--- config.mk ---
export PLATFORM = sky130hd
export DESIGN_NAME = tcc_ctrl
export DESIGN_NICKNAME = d
export VERILOG_FILES = /design/src/sv/tcc_pkg.sv /design/src/sv/tcc_ctrl.sv
export SDC_FILE = /design/constraint.sdc
export NUM_CORES = 1
export LEC_CHECK = 0
export BUFFER_PORTS_ARGS = -buffer_cell sky130_fd_sc_hd__buf_2
export CAP_MARGIN = 10
export CORE_MARGIN = 10
export CORE_UTILIZATION = 35
export DETAILED_ROUTE_END_ITERATION = 10
export PLACE_DENSITY_LB_ADDON = 0.1
export SYNTH_ARGS = -nofsm -noshare
export SYNTH_HDL_FRONTEND = slang
export SYNTH_SLANG_ARGS = --single-unit
export TNS_END_PERCENT = 50
--- constraint.sdc ---
create_clock -name clock -period 3.16 [get_ports clock]
set_input_delay 0 -clock clock [delete_from_list [all_inputs] [get_ports clock]]
set_output_delay 0 -clock clock [all_outputs]
set_load 0.005 [all_outputs]
--- src/sv/tcc_pkg.sv ---
// Shared types and constants of the text console block.
package tcc_pkg;

   localparam int OPCODE_W = 2;
   localparam int CHAR_W   = 8;
   localparam int RCOL_W   = 7;
   localparam int RROW_W   = 5;
   localparam int OCOL_W   = 7;
   localparam int OROW_W   = 5;
   localparam int LIN_W    = 11;
   localparam int COLOR_W  = 8;

   localparam logic [OPCODE_W-1:0] OP_PUT   = 2'd0;
   localparam logic [OPCODE_W-1:0] OP_CLEAR = 2'd1;
   localparam logic [OPCODE_W-1:0] OP_READ  = 2'd2;

   localparam logic [CHAR_W-1:0] CH_TAB     = 8'd9;
   localparam logic [CHAR_W-1:0] CH_NEWLINE = 8'd10;
   localparam logic [CHAR_W-1:0] CH_RETURN  = 8'd13;
   localparam logic [CHAR_W-1:0] CH_SPACE   = 8'h20;

   localparam logic [COLOR_W-1:0] TEXT_COLOR_RESET = 8'd10;

   // write-port source when no copy or print is pending
   localparam logic [1:0] WR_NONE  = 2'd0;
   localparam logic [1:0] WR_ZERO  = 2'd1;
   localparam logic [1:0] WR_BLANK = 2'd2;
   localparam logic [1:0] WR_FILL  = 2'd3;

   typedef struct packed {
      logic       latch;
      logic       newline;
      logic       ret;
      logic       tab_load;
      logic       print;
      logic       home;
      logic       cnt_clr;
      logic       cnt_inc;
      logic       copy_rd;
      logic       cell_load;
      logic       load_rsp;
      logic [1:0] wr_sel;
   } cmd_type;

   typedef struct packed {
      logic [OPCODE_W-1:0] op;
      logic                is_newline;
      logic                is_return;
      logic                last_col;
      logic                last_row;
      logic                tab_zero;
      logic                tab_one;
      logic                cnt_last;
      logic                copy_last;
   } status_type;

endpackage

--- src/sv/tcc_ctrl.sv ---
// Controller state machine of the text console.
module tcc_ctrl (
   input  logic                clock,
   input  logic                reset,
   input  logic                req_valid,
   output logic                req_ready,
   input  logic                rsp_ready,
   output logic                rsp_valid,
   input  tcc_pkg::status_type st,
   output tcc_pkg::cmd_type    cmd
);

   localparam logic [3:0] S_INIT     = 4'd0;
   localparam logic [3:0] S_IDLE     = 4'd1;
   localparam logic [3:0] S_DISPATCH = 4'd2;
   localparam logic [3:0] S_PRINT    = 4'd3;
   localparam logic [3:0] S_SCROLL   = 4'd4;
   localparam logic [3:0] S_DRAIN    = 4'd5;
   localparam logic [3:0] S_FILL     = 4'd6;
   localparam logic [3:0] S_CLEAR    = 4'd7;
   localparam logic [3:0] S_CAPTURE  = 4'd8;
   localparam logic [3:0] S_FINISH   = 4'd9;

   logic [3:0] state_ff, state_in;
   logic       rsp_valid_ff, rsp_valid_in;

   always_comb begin
      state_in = state_ff;
      cmd      = '0;
      cmd.wr_sel = tcc_pkg::WR_NONE;
      unique case (state_ff)
         S_INIT: begin
            cmd.wr_sel = tcc_pkg::WR_ZERO;
            if (st.cnt_last) begin
               cmd.cnt_clr = 1'b1;
               state_in    = S_IDLE;
            end else begin
               cmd.cnt_inc = 1'b1;
            end
         end
         S_IDLE: begin
            if (req_valid) begin
               cmd.latch = 1'b1;
               state_in  = S_DISPATCH;
            end
         end
         S_DISPATCH: begin
            unique case (st.op)
               tcc_pkg::OP_PUT: begin
                  if (st.is_newline) begin
                     cmd.newline = 1'b1;
                     if (st.last_row) begin
                        cmd.cnt_clr = 1'b1;
                        state_in    = S_SCROLL;
                     end else begin
                        state_in = S_FINISH;
                     end
                  end else if (st.is_return) begin
                     cmd.ret  = 1'b1;
                     state_in = S_FINISH;
                  end else begin
                     cmd.tab_load = 1'b1;
                     state_in     = S_PRINT;
                  end
               end
               tcc_pkg::OP_CLEAR: begin
                  cmd.cnt_clr = 1'b1;
                  state_in    = S_CLEAR;
               end
               tcc_pkg::OP_READ: state_in = S_CAPTURE;
               default:          state_in = S_FINISH;
            endcase
         end
         S_PRINT: begin
            cmd.print = 1'b1;
            if (st.last_col && st.last_row) begin
               cmd.cnt_clr = 1'b1;
               state_in    = S_SCROLL;
            end else if (st.tab_one) begin
               state_in = S_FINISH;
            end
         end
         S_SCROLL: begin
            cmd.copy_rd = 1'b1;
            cmd.cnt_inc = 1'b1;
            if (st.copy_last) begin
               state_in = S_DRAIN;
            end
         end
         // last copy write lands here; counter already points at the bottom row
         S_DRAIN: state_in = S_FILL;
         S_FILL: begin
            cmd.wr_sel = tcc_pkg::WR_FILL;
            if (st.cnt_last) begin
               cmd.cnt_clr = 1'b1;
               state_in    = st.tab_zero ? S_FINISH : S_PRINT;
            end else begin
               cmd.cnt_inc = 1'b1;
            end
         end
         S_CLEAR: begin
            cmd.wr_sel = tcc_pkg::WR_BLANK;
            if (st.cnt_last) begin
               cmd.cnt_clr = 1'b1;
               cmd.home    = 1'b1;
               state_in    = S_FINISH;
            end else begin
               cmd.cnt_inc = 1'b1;
            end
         end
         S_CAPTURE: begin
            cmd.cell_load = 1'b1;
            state_in      = S_FINISH;
         end
         S_FINISH: begin
            if (!rsp_valid_ff || rsp_ready) begin
               cmd.load_rsp = 1'b1;
               state_in     = S_IDLE;
            end
         end
         default: state_in = S_IDLE;
      endcase
   end

   always_comb begin
      if (cmd.load_rsp) begin
         rsp_valid_in = 1'b1;
      end else if (rsp_ready) begin
         rsp_valid_in = 1'b0;
      end else begin
         rsp_valid_in = rsp_valid_ff;
      end
   end

   always_ff @(posedge clock) begin
      if (reset) begin
         state_ff     <= S_INIT;
         rsp_valid_ff <= 1'b0;
      end else begin
         state_ff     <= state_in;
         rsp_valid_ff <= rsp_valid_in;
      end
   end

   assign req_ready = (state_ff == S_IDLE);
   assign rsp_valid = rsp_valid_ff;

endmodule

# Yosys cells after proc, flatten, opt, wreduce, memory -nomap -nowiden
# Cells that the tools add are included.
# Widths: inputs -> output; s select.
# word_totals
register_bits	5
out_inout_bits	15
latchBits	0
rom_bits	0
ram_bits	0
memories	0
# classes
order_cmp	0
n_mux	40
n_reduce_logical	9
addsub	0
bitwise_logic	0
n_mul	0
shift	0
div_mod_pow	0
eq_ne	18
# ops
op	n
$mux 4	12
$pmux 4 s10	1
$mux 1	18
$eq 4x3->1 const B	4
$ne 2x2->1 const B	6
$pmux 4 s3	1
$eq 4x2->1 const B	2
$eq 4x4->1 const B	2
$reduce_and 7->1	1
$mux 3	2
$pmux 2 s3	1
$eq 4x1->1 const B	1
$logic_not 4->1	1
$mux 2	2
$pmux 1 s2	2
$pmux 1 s4	1
$ne 3x3->1 const B	1
$reduce_or 3->1	1
$eq 2x1->1 const B	1
$eq 2x2->1 const B	1
$logic_not 2->1	1
$reduce_bool 2->1	1
$reduce_or 2->1	1
$logic_and 1x1->1	1
2 further kinds	2

# Logic depth before layout (Yosys ltp)
# Gate-level depths: netlist of run 1.
# logic_depth
depth_word	5
ltp_mapped	5
depth_no_buf	4

# Worst setup path after synthesis of run 1
# OpenSTA, ideal clock, no wires.
# synth_timing
kind	register -> register
from	reg state_ff[3]
to	reg state_ff[0]
path_stages_with_launch	5
t_arrival_ns	1.518
slack_ns	1.554
t_required_ns	3.072
setup_time_ns	0.088
cell_sequence	dfxtp_1 -> or4b_4 -> or2_4 -> o221a_1 -> a311oi_2
# synth_between
elab_chain_cells	3
elab_cells_between_ends	19
classes_between	16 x eq/ne; 1 x mux; 2 x reduce/logical
# synth_lines
item	line_no	text
start, declared	tcc_ctrl.sv:24	logic [3:0] state_ff, state_in;
start signal, assigned	tcc_ctrl.sv:140	state_ff <= state_in;
$eq 4x2->1, or another cell as far along	tcc_ctrl.sv:31	unique case (state_ff)
$ne 3x3->1 (no line) or $ne 2x2->1 (tied branches)	--	
$reduce_and 7->1 (no line)	--	
# Parallel ways exist; a longest one is shown, timed or not.
# A chain may end at the register's enable or synchronous reset.

==> impl.org, run 1 <==
** Run status
- The run finished with clean final reports.

** Detailed routing
- Via count of the routed design :: 691
- In the final routed layout, each cell accounts on average for 15.2 um.
- First-pass DRT Iterations :: 4
- Summed over all nets, wire length on met3 after detailed routing comes to between 150 and 200 um.
- In the final routing, the length of wire on met1 measures 779 um.
- Via density per instance :: between 5 and 6
- Met2 routed WL :: 853 um
- Once detail routing completed, the nets flagged for antenna violations numbered 0.
- Sum of routed wire length over all layers :: ~1.9 mm
- DRC violations left :: 0
- In this run, the number of DRC markers left after iteration 0 of detailed routing was 22.
- Highest metal layer used by the detailed router :: met4

** Worst setup path
- Data arrives at the worst endpoint at around 2000 ps.
- The worst setup path is captured at an output pin.
- In this run the worst path has a maximum fanout of 15.
- For this run, the slowest stage of the critical path takes 590 ps.
- Buf/Inv on CP :: 1
- The worst register-to-register path has a setup slack of about 1200 ps.
- For the worst setup path, the data required time is around 3200 ps.
- Slowest cell on crit path :: sky130_fd_sc_hd__dfxtp_1
- Kind of cell with the highest combined delay on the critical path :: simple AND/OR/NAND/NOR gates
- Crit path cell chain :: or4b_4, or2_4, nor3b_1, buf_2
- The worst setup path is launched from a flip-flop.
- The critical path is of the reg -> out type.

** Place
- Once placement completed, the tool counted placed cells totaling 117.
- Post-detailed-placement half-perimeter wirelength :: around 1.4 mm
- Once placement finished, the instance area stood at 724 sq um.
- OpenSTA, run right after detailed placement, puts the worst setup slack at 1240 ps.
- GPL Wtd Cong :: 0.801
- Buffers placed on the I/O ports in this run total 28.

** Hold path
- The worst hold path belongs to the class in -> reg.

** Logic synthesis
- After synthesis, flip-flops and latches occupy 16.9% of the total area.
- Avg Inst Size Synth :: 7.57 sq um
- After synthesis, the netlist uses 37 different library cells.
- In the synthesized netlist, the number of instances is between 70 and 80.
- Number of warnings reported in the yosys synthesis log :: 0
- Top flip-flop cell by instance count after synthesis :: sky130_fd_sc_hd__dfxtp_1
- The number of nets in the synthesized netlist is 92.
- Share of synthesized flip-flops with an asynchronous set or reset :: 0%
- Number of synthesized register bits :: 5
- The mapped netlist covers 591 sq um.
- Number of synthesized flops with an enable pin :: 0

** Timing
- Hold Worst Slack :: 114 ps
- Pin slew with the least headroom to its limit :: 481 ps
- Final min period :: 1980 ps
- In the post-route analysis, the smallest setup slack over all paths is 1180 ps.
- RSZ-0062 raised after global routing :: no
- For the final database, setup skew stands at 2.84 ps.
- Worst slew margin relative to its limit :: 67.9%
- The worst path uses 62.5% of the clock period.
- Endpoints failing setup :: 0
- Static timing analysis puts the maximum clock frequency at 506 MHz.
- Sum of negative setup slack :: 0 ps
- The final max-slew violation count was 0.
- The final number of hold-violating endpoints came to 0.

** Finish
- Antenna diode count :: 0
- Final nets :: 121
- Area of combinational cells with multiple inputs :: 460 sq um
- The finished layout holds 122 standard cells, fillers aside.
- Final instance area :: 761 sq um
- Core Util, Final :: 48.8%
- Counting the fill cells in the layout gives 164.
- Area occupied by registers :: around 100 sq um
- Relative to the synthesized area, the layout overhead comes to 28.8%.
- Share of layout cells above drive strength 1 :: 34.0%

** Clocking
- In this run the clock root is driven by a sky130_fd_sc_hd__clkbuf_4.
- CTS built an H-tree with a depth of 1.
- Counting along the longest clock path gives a buffer depth of 2.
- TritonCTS clock tree :: built
- Number of buffers created by CTS :: 3
- Clock-pin slew was measured on the worst setup and hold paths at 40 ps.
- Clock latency at the later pin of the worst-skew pair :: 240 ps
- # Post-CTS Setup Buffers :: 0
- The clock drives 5 sinks.

** Global route
- The number of antenna violations at the first check in global routing was 0.
- Maximum number of pins on one net before global-route repair :: 17
- Vias in the first global route :: 627
- Total Routing Usage GR :: 9.75%
- Total congestion overflow :: 0
- The first global-routing pass estimated 2.86 mm of wire.

** Pwr
- Pwr Total :: 0.480 mW
- Leakage power of the design :: approximately 0.35 nW
- VDD sags by at most between 0.2 and 0.3 mV.
- Power spread over the standard cell area amounts to 631 mW/mm^2.

** Job
- Count of maximum capacitance violations :: 0

** Die
- Once the floorplan was initialized, standard cells occupied between 30 and 40% of the core.
- Area of the placeable core :: 0.00156 sq mm
- Die footprint :: approximately 0.0037 sq mm
- Die Y-Extent :: 61.1 um
- In this run the count of I/O pins placed on the die edge is 29.
- Number of placement rows :: 14
- The die is 61.1 um wide.
kinds of logic after synthesis:
group | synth area share (%)
mux | 1.69
flops | 16.9
simple gates | 47.0
xor+xnor | 1.48
compound gates | 27.8
buf+inv | 5.08
layer usage:
| metal | global-route usage [%] | vias to the layer above |
|---|---|---|
| met3 | 3.91 | 5 |
| met4 | 3.91 | 0 |
| li1 | - | 357 |
| met2 | 16.0 | 23 |
| met5 | 0 | - |
| met1 | 11.0 | 306 |
where the power goes:
| group | switching [mW] | internal (mW) |
|---|---|---|
| registers | 0.0549 | 0.0788 |
| clock network | 0.0274 | 0.0478 |
| logic | 0.131 | 0.140 |
layout make-up:
| cell class | instances | area share [%] |
|---|---|---|
| clock buffers | 4 | 3.45 |
| inverters | 1 | 0.493 |
| multi-input cells | 67 | 60.5 |
| flip-flops and latches | 5 | 13.2 |
| well taps | 16 | 2.63 |
| repair buffers | 29 | 19.7 |
placed cells by master, fill, tap and decap left out, drive strengths merged, types with 2 or more instances in the layout:
cell and instances:
or2 2, nor3 4, a31oi 2, nand4bb 2
dfxtp 5, nor3b 4, buf 28, and3 3
clkbuf 4, a21oi 7, o21ai 3, and3b 2
o21bai 3, nand2 3, nor4 2, nand2b 6
and2 3, nor2 5
state kept, by name (all words and copies together), names as in the netlist:
signal	cells
state_ff	4
rsp_valid	1
cells in the mapped netlist (3+ instances only):
cell type / n / share of area, %
sky130_fd_sc_hd__and2_1: 3 / 3.2
sky130_fd_sc_hd__nand2_1: 3 / 1.9
sky130_fd_sc_hd__and3_1: 3 / 3.2
sky130_fd_sc_hd__a21oi_1: 7 / 5.9
sky130_fd_sc_hd__nor2_1: 5 / 3.2
sky130_fd_sc_hd__o21ai_0: 3 / 2.5
sky130_fd_sc_hd__buf_2: 3 / 2.5
sky130_fd_sc_hd__nor3b_1: 4 / 5.1
sky130_fd_sc_hd__o21bai_1: 3 / 3.8
sky130_fd_sc_hd__dfxtp_1: 5 / 17
sky130_fd_sc_hd__nand2b_1: 6 / 6.4
sky130_fd_sc_hd__nor3_1: 4 / 3.4
repair_timing:
| action | CTS | global route |
|---|---|---|
| endpoints found under the hold margin | 3 | 0 |
| resized for setup | 0 | 0 |
| hold buffers | 1 | 0 |
path summary, 6_finish.rpt:
path                             from                  endpoint  cells after the start
max          state_ff[1]$_SDFFE_PP0P_                   cmd[11]                      4
min                         rsp_ready    rsp_valid$_SDFFE_PP0P_                      3
max reg2reg  state_ff[1]$_SDFFE_PP0P_  state_ff[0]$_SDFFE_PP0P_                      4
min reg2reg    rsp_valid$_SDFFE_PP0P_    rsp_valid$_SDFFE_PP0P_                      2
tightest hold or removal path, cell delays in order:
cell and delay (ps):
sky130_fd_sc_hd__buf_2 70, sky130_fd_sc_hd__nand2b_1 150, sky130_fd_sc_hd__a21oi_1 80
(Power assumes the default switching activity.)
==> inputs of run 2 (changes only) <==
Settings changed: ABC_AREA set to 1.
Clock period 3.16 ns to 1.7 ns, I/O delays scaled along.
==> run 2 against run 1 <==
  * Synthesized area is 1.3% higher
  * Synthesized cell count is 46% higher
  * Sequential cell count stayed put
  * First-iteration DRC count is 32% lower
  * Setup slack worse by 950 ps
  * Clock skew is 0.67 ps lower
  * Critical endpoint is now cmd[10]
==> impl.org, run 2 <==
** Pwr
- The worst ir drop on vdd is 0.521 mV (+93%).
- PwrDens :: 1100 mW/mm^2 (+75%)
- The clock power share is 15.8% (about the same).
- The sequential share of power came to 21.8% (-6.1 points).
- Cell internal pwr :: 0.437 mW (+64%)
- The static leakage was 0.506 nW (+44%).
- The net switching share of the total power came to 49.7% (+5.2 points).
- The fraction of power consumed by combinational cells was 62.4% (+5.9 points).
- The net load switching power was 0.431 mW (+100%).

** Worst setup path
- For this design, the slowest cell found on the critical path is sky130_fd_sc_hd__dfxtp_1.
- The worst path buffer plus inverter count came to 2 (+1).
- By startpoint and endpoint, the worst setup path is classified as reg -> out.
- Kind of cell with the highest combined delay on the critical path :: simple AND/OR/NAND/NOR gates
- STA classifies the critical path startpoint as a flip-flop.
- The endpoint required time on the critical path is 1700 ps (-1460 ps).
- STA classifies the critical path endpoint as an output pin.
- The maximum fanout along the worst path is 8 (-7).
- Crit path cell chain :: nor2_4, nand3_1, inv_2, nand3_1, nor3_1, buf_2
- Cell type with the highest occurrence count on the critical path :: sky130_fd_sc_hd__nand3_1
- Endpoint of the worst register-to-register path :: state_ff[0]$_SDFFE_PP0P_
- The worst setup slack for register-to-register paths is 340 ps (-890 ps).
- Crit Reg-Reg Startpoint :: state_ff[0]$_SDFFE_PP0P_
- The worst reg2reg path depth is 7 (+3).
- The arrival time at the worst endpoint came to 1460 ps (-520 ps).
- The delay contributed by the slowest stage of the critical path came to 370 ps (-220 ps).

** Hold path
- Worst Min Path Start :: rsp_ready
- The tightest min-delay check is of the in -> reg type.
- The worst hold path cell count was 4 (+1).
- Worst Hold End :: state_ff[3]$_SDFFE_PP0P_

** Global route
- In this run the most used layer during global routing was met2.
- The total overflow reported by the global router was 0 (unchanged).
- The total routing usage reported by global routing was 10.0% (+0.26 points).
- The routing usage on met3 was 2.88% (-1.0 points).
- Vias in the first global route :: 681 (+8.6%)
- The met2 track demand over resource in global routing is 16.4% (+0.44 points).
- Antenna violations before repair :: 0 (unchanged)
- Maximum number of pins on one net before global-route repair :: 9 (-8)
- Global-route wire length before repair :: 2.98 mm (+4.3%)
- The met1 track utilization from global routing is 12.8% (+1.7 points).

** Timing
- The final-report setup violation count is 0 (unchanged).
- The routed design could run at a clock period as short as 1460 ps.
- The final max-slew violation count came to 0 (unchanged).
- The slew at the pin closest to its max-slew limit is 267 ps (-214 ps).
- Setup repair after global routing left no endpoint under its margin.
- Fin Clk Skew :: 2.18 ps (-0.665 ps)
- Number of hold violations in the final report :: 0 (unchanged)
- The final-layout setup total negative slack came to 0 ps (unchanged).
- Worst slew margin relative to its limit :: 82.2% (+14 points)
- Maximum clock rate :: 685 MHz
- Fraction of the cycle the final worst path needs :: a little under nine tenths

** Finish
- The final core area utilization was 50.5% (+1.7 points).
- The top cell types in the final layout, fill and taps aside, are sky130_fd_sc_hd__nand2_1 (29), sky130_fd_sc_hd__buf_2 (28), sky130_fd_sc_hd__nor2_1 (20).
- The ratio of cells with drive above 1 in the final layout is 32.2% (-1.8 points).
- Relative to the synthesized area, the layout overhead comes to 31.6%.
- The number of nets in the finished design is 161 (+33%).
- Commonest non-fill, non-tap cell in the layout :: sky130_fd_sc_hd__nand2_1
- The antenna diode count came to 0 (unchanged).
- Max FFs per register :: 4 (unchanged)
- Register bank with the most flops :: state_ff

** Logic synthesis
- Summed over all instances, the cell type with the most area after synthesis is sky130_fd_sc_hd__nand2_1.
- Number of synthesized flops with an enable pin :: 0 (unchanged)
- Fraction of the yosys area taken by sequential cells :: 16.7% (-0.21 points)
- The number of instances in the synthesized netlist came to 114 (+46%).
- Leading cell types by total area after synthesis :: sky130_fd_sc_hd__nand2_1 (18%), sky130_fd_sc_hd__dfxtp_1 (17%), sky130_fd_sc_hd__nor2_1 (13%), sky130_fd_sc_hd__inv_1 (11%), sky130_fd_sc_hd__nand3_1 (9.2%)
- The flip-flop and latch count after synthesis is 5 (unchanged).
- Avg Inst Size Synth :: 5.25 sq um (-31%)
- The top cell type's share of synthesized area came to 18.2% (+1.3 points).
- The total of warnings raised by yosys came to 0 (unchanged).
- Share of synthesized flip-flops with an asynchronous set or reset :: 0% (unchanged)
- The area of the mapped netlist is 598 sq um (+1.3%).
- Most numerous cell types in the synthesized netlist :: sky130_fd_sc_hd__nand2_1 (29), sky130_fd_sc_hd__nor2_1 (20), sky130_fd_sc_hd__inv_1 (18), sky130_fd_sc_hd__nand3_1 (11)
- The distinct cell type count after synthesis came to 18 (-51%).
- Top flip-flop cell by instance count after synthesis :: sky130_fd_sc_hd__dfxtp_1
- Syn Nets :: 128 (+39%)
- sky130_fd_sc_hd__nand2_1 is the most common cell in the netlist.

** Detailed routing
- The residual DRC count was 0 (unchanged).
- The total iterations of the first detailed-routing run came to 4 (unchanged).
- The residual antenna-violating net count after detailed routing is 0 (unchanged).
- The average via count per standard cell is 4.55 (-20%).
- The number of DRC markers in iteration 0 came to 15 (-32%).
- Via count of the routed design :: 737 (+6.7%)
- The post-detailed-routing wire length was 1.79 mm (-3.6%).
- Routed wire per std cell :: 11.0 um (-27%)

** Die
- Die boundary width :: 61.3 um (+0.43%)
- The starting density of the core came to 38.4% (+0.48 points).
- The number of placement rows came to 14 (unchanged).
- Area of the placeable core :: 0.00156 sq mm (unchanged)
- The I/O pin total was 29 (unchanged).
- The height of the die was 61.3 um (+0.43%).
- The die outline area is 0.00376 sq mm (+0.85%).

** Clocking
- The count of buffers added by post-CTS timing repair for setup came to 0 (unchanged).
- Clock tree buffer depth :: 2 (unchanged)
- H-tree level count :: 1 (unchanged)
- TritonCTS clock tree :: built
- Clock edge transition at the registers on the reported setup and hold paths :: 40 ps (about the same)
- Number of buffers created by CTS :: 3 (unchanged)
- Clock root buffer :: sky130_fd_sc_hd__clkbuf_4
- The CTS sink count is 5 (unchanged).
- Clock latency at the later pin of the worst-skew pair :: 240 ps (about the same)

** Place
- Post-detailed-placement half-perimeter wirelength :: 1.58 mm (+13%)
- Input/output buffers :: 28 (unchanged)
- GPL Wtd Cong :: 0.841 (+5.0%)

** Run status
- Run status :: complete, no violations

** Job
- The max capacitance violation total was 0 (unchanged).
[run 2: power groups by stage]
stage | Combinational, mW | Sequential (mW) | Clock (mW)
after global routing | 0.636 | 0.194 | 0.150
after global placement | 0.543 | 0.190 | 0
after floorplan | 0.386 | 0.181 | 0
final | 0.542 | 0.189 | 0.137
after detailed placement | 0.544 | 0.190 | 0
after CTS | 0.549 | 0.188 | 0.141
[run 2: worst reg2reg max path: stages, from the launching register on]
cell and delay, ps:
sky130_fd_sc_hd__dfxtp_1 450, sky130_fd_sc_hd__inv_2 80, sky130_fd_sc_hd__nor2_2 210, sky130_fd_sc_hd__nand3_2 150, sky130_fd_sc_hd__nand3_1 140, sky130_fd_sc_hd__nor2_4 70
sky130_fd_sc_hd__o21bai_1 120, sky130_fd_sc_hd__nor2_1 50
[run 2: what timing repair did]
item | CTS | global route
endpoints found under the hold margin | 4 | 0
resized for setup | 0 | 0
hold buffers | 1 | 0
[run 2: worst max path at each step]
stage,from,endpoint,cells past startpoint
6_report,state_ff[2]$_SDFFE_PP0P_,cmd[10],6
5_1_grt,state_ff[2]$_SDFFE_PP0P_,cmd[10],6
4_1_cts,state_ff[2]$_SDFFE_PP0P_,cmd[10],6
3_5_place_dp,state_ff[0]$_SDFFE_PP0P_,state_ff[0]$_SDFFE_PP0P_,7
3_3_place_gp,state_ff[0]$_SDFFE_PP0P_,state_ff[0]$_SDFFE_PP0P_,7
2_1_floorplan,state_ff[3]$_SDFFE_PP0P_,state_ff[0]$_SDFFE_PP0P_,7
[run 2: metal layers]
layer,vias to the layer above,wire [um]
met4,0,0
met2,15,784
met5,-,0
met1,307,863
met3,0,137
li1,415,-
[run 2: kinds of logic (layout without fill, tap and decap cells)]
kind of cell	count (synthesis)	in the layout	synth area share, %
DFF	5	5	16.7
buffers and inverters	25	57	16.3
and+or+nand+nor	75	75	58.6
AOI/OAI and AO/OA	9	9	8.37
[run 2: final cells by class]
type | count | area [sq um]
Fill cell | 177 | 772
Inverter | 24 | 90.1
Sequential cell | 5 | 100
Tap cell | 16 | 20.0
Multi-Input combinational cell | 84 | 400
Timing Repair Buffer | 29 | 150
Clock buffer | 4 | 26.3
[run 2: through the flow]
stage                     cells  instance area [sq um]  setup slack, ps  total power, mW  hold slack [ps]
after CTS                   162                    787              220            0.878              102
after global routing        162                    787             75.4            0.981              129
after global placement      157                    751              360            0.733              228
final                       162                    787              239            0.867              103
after floorplan             114                    598              540            0.566             36.5
after detailed placement    157                    751              353            0.734              232
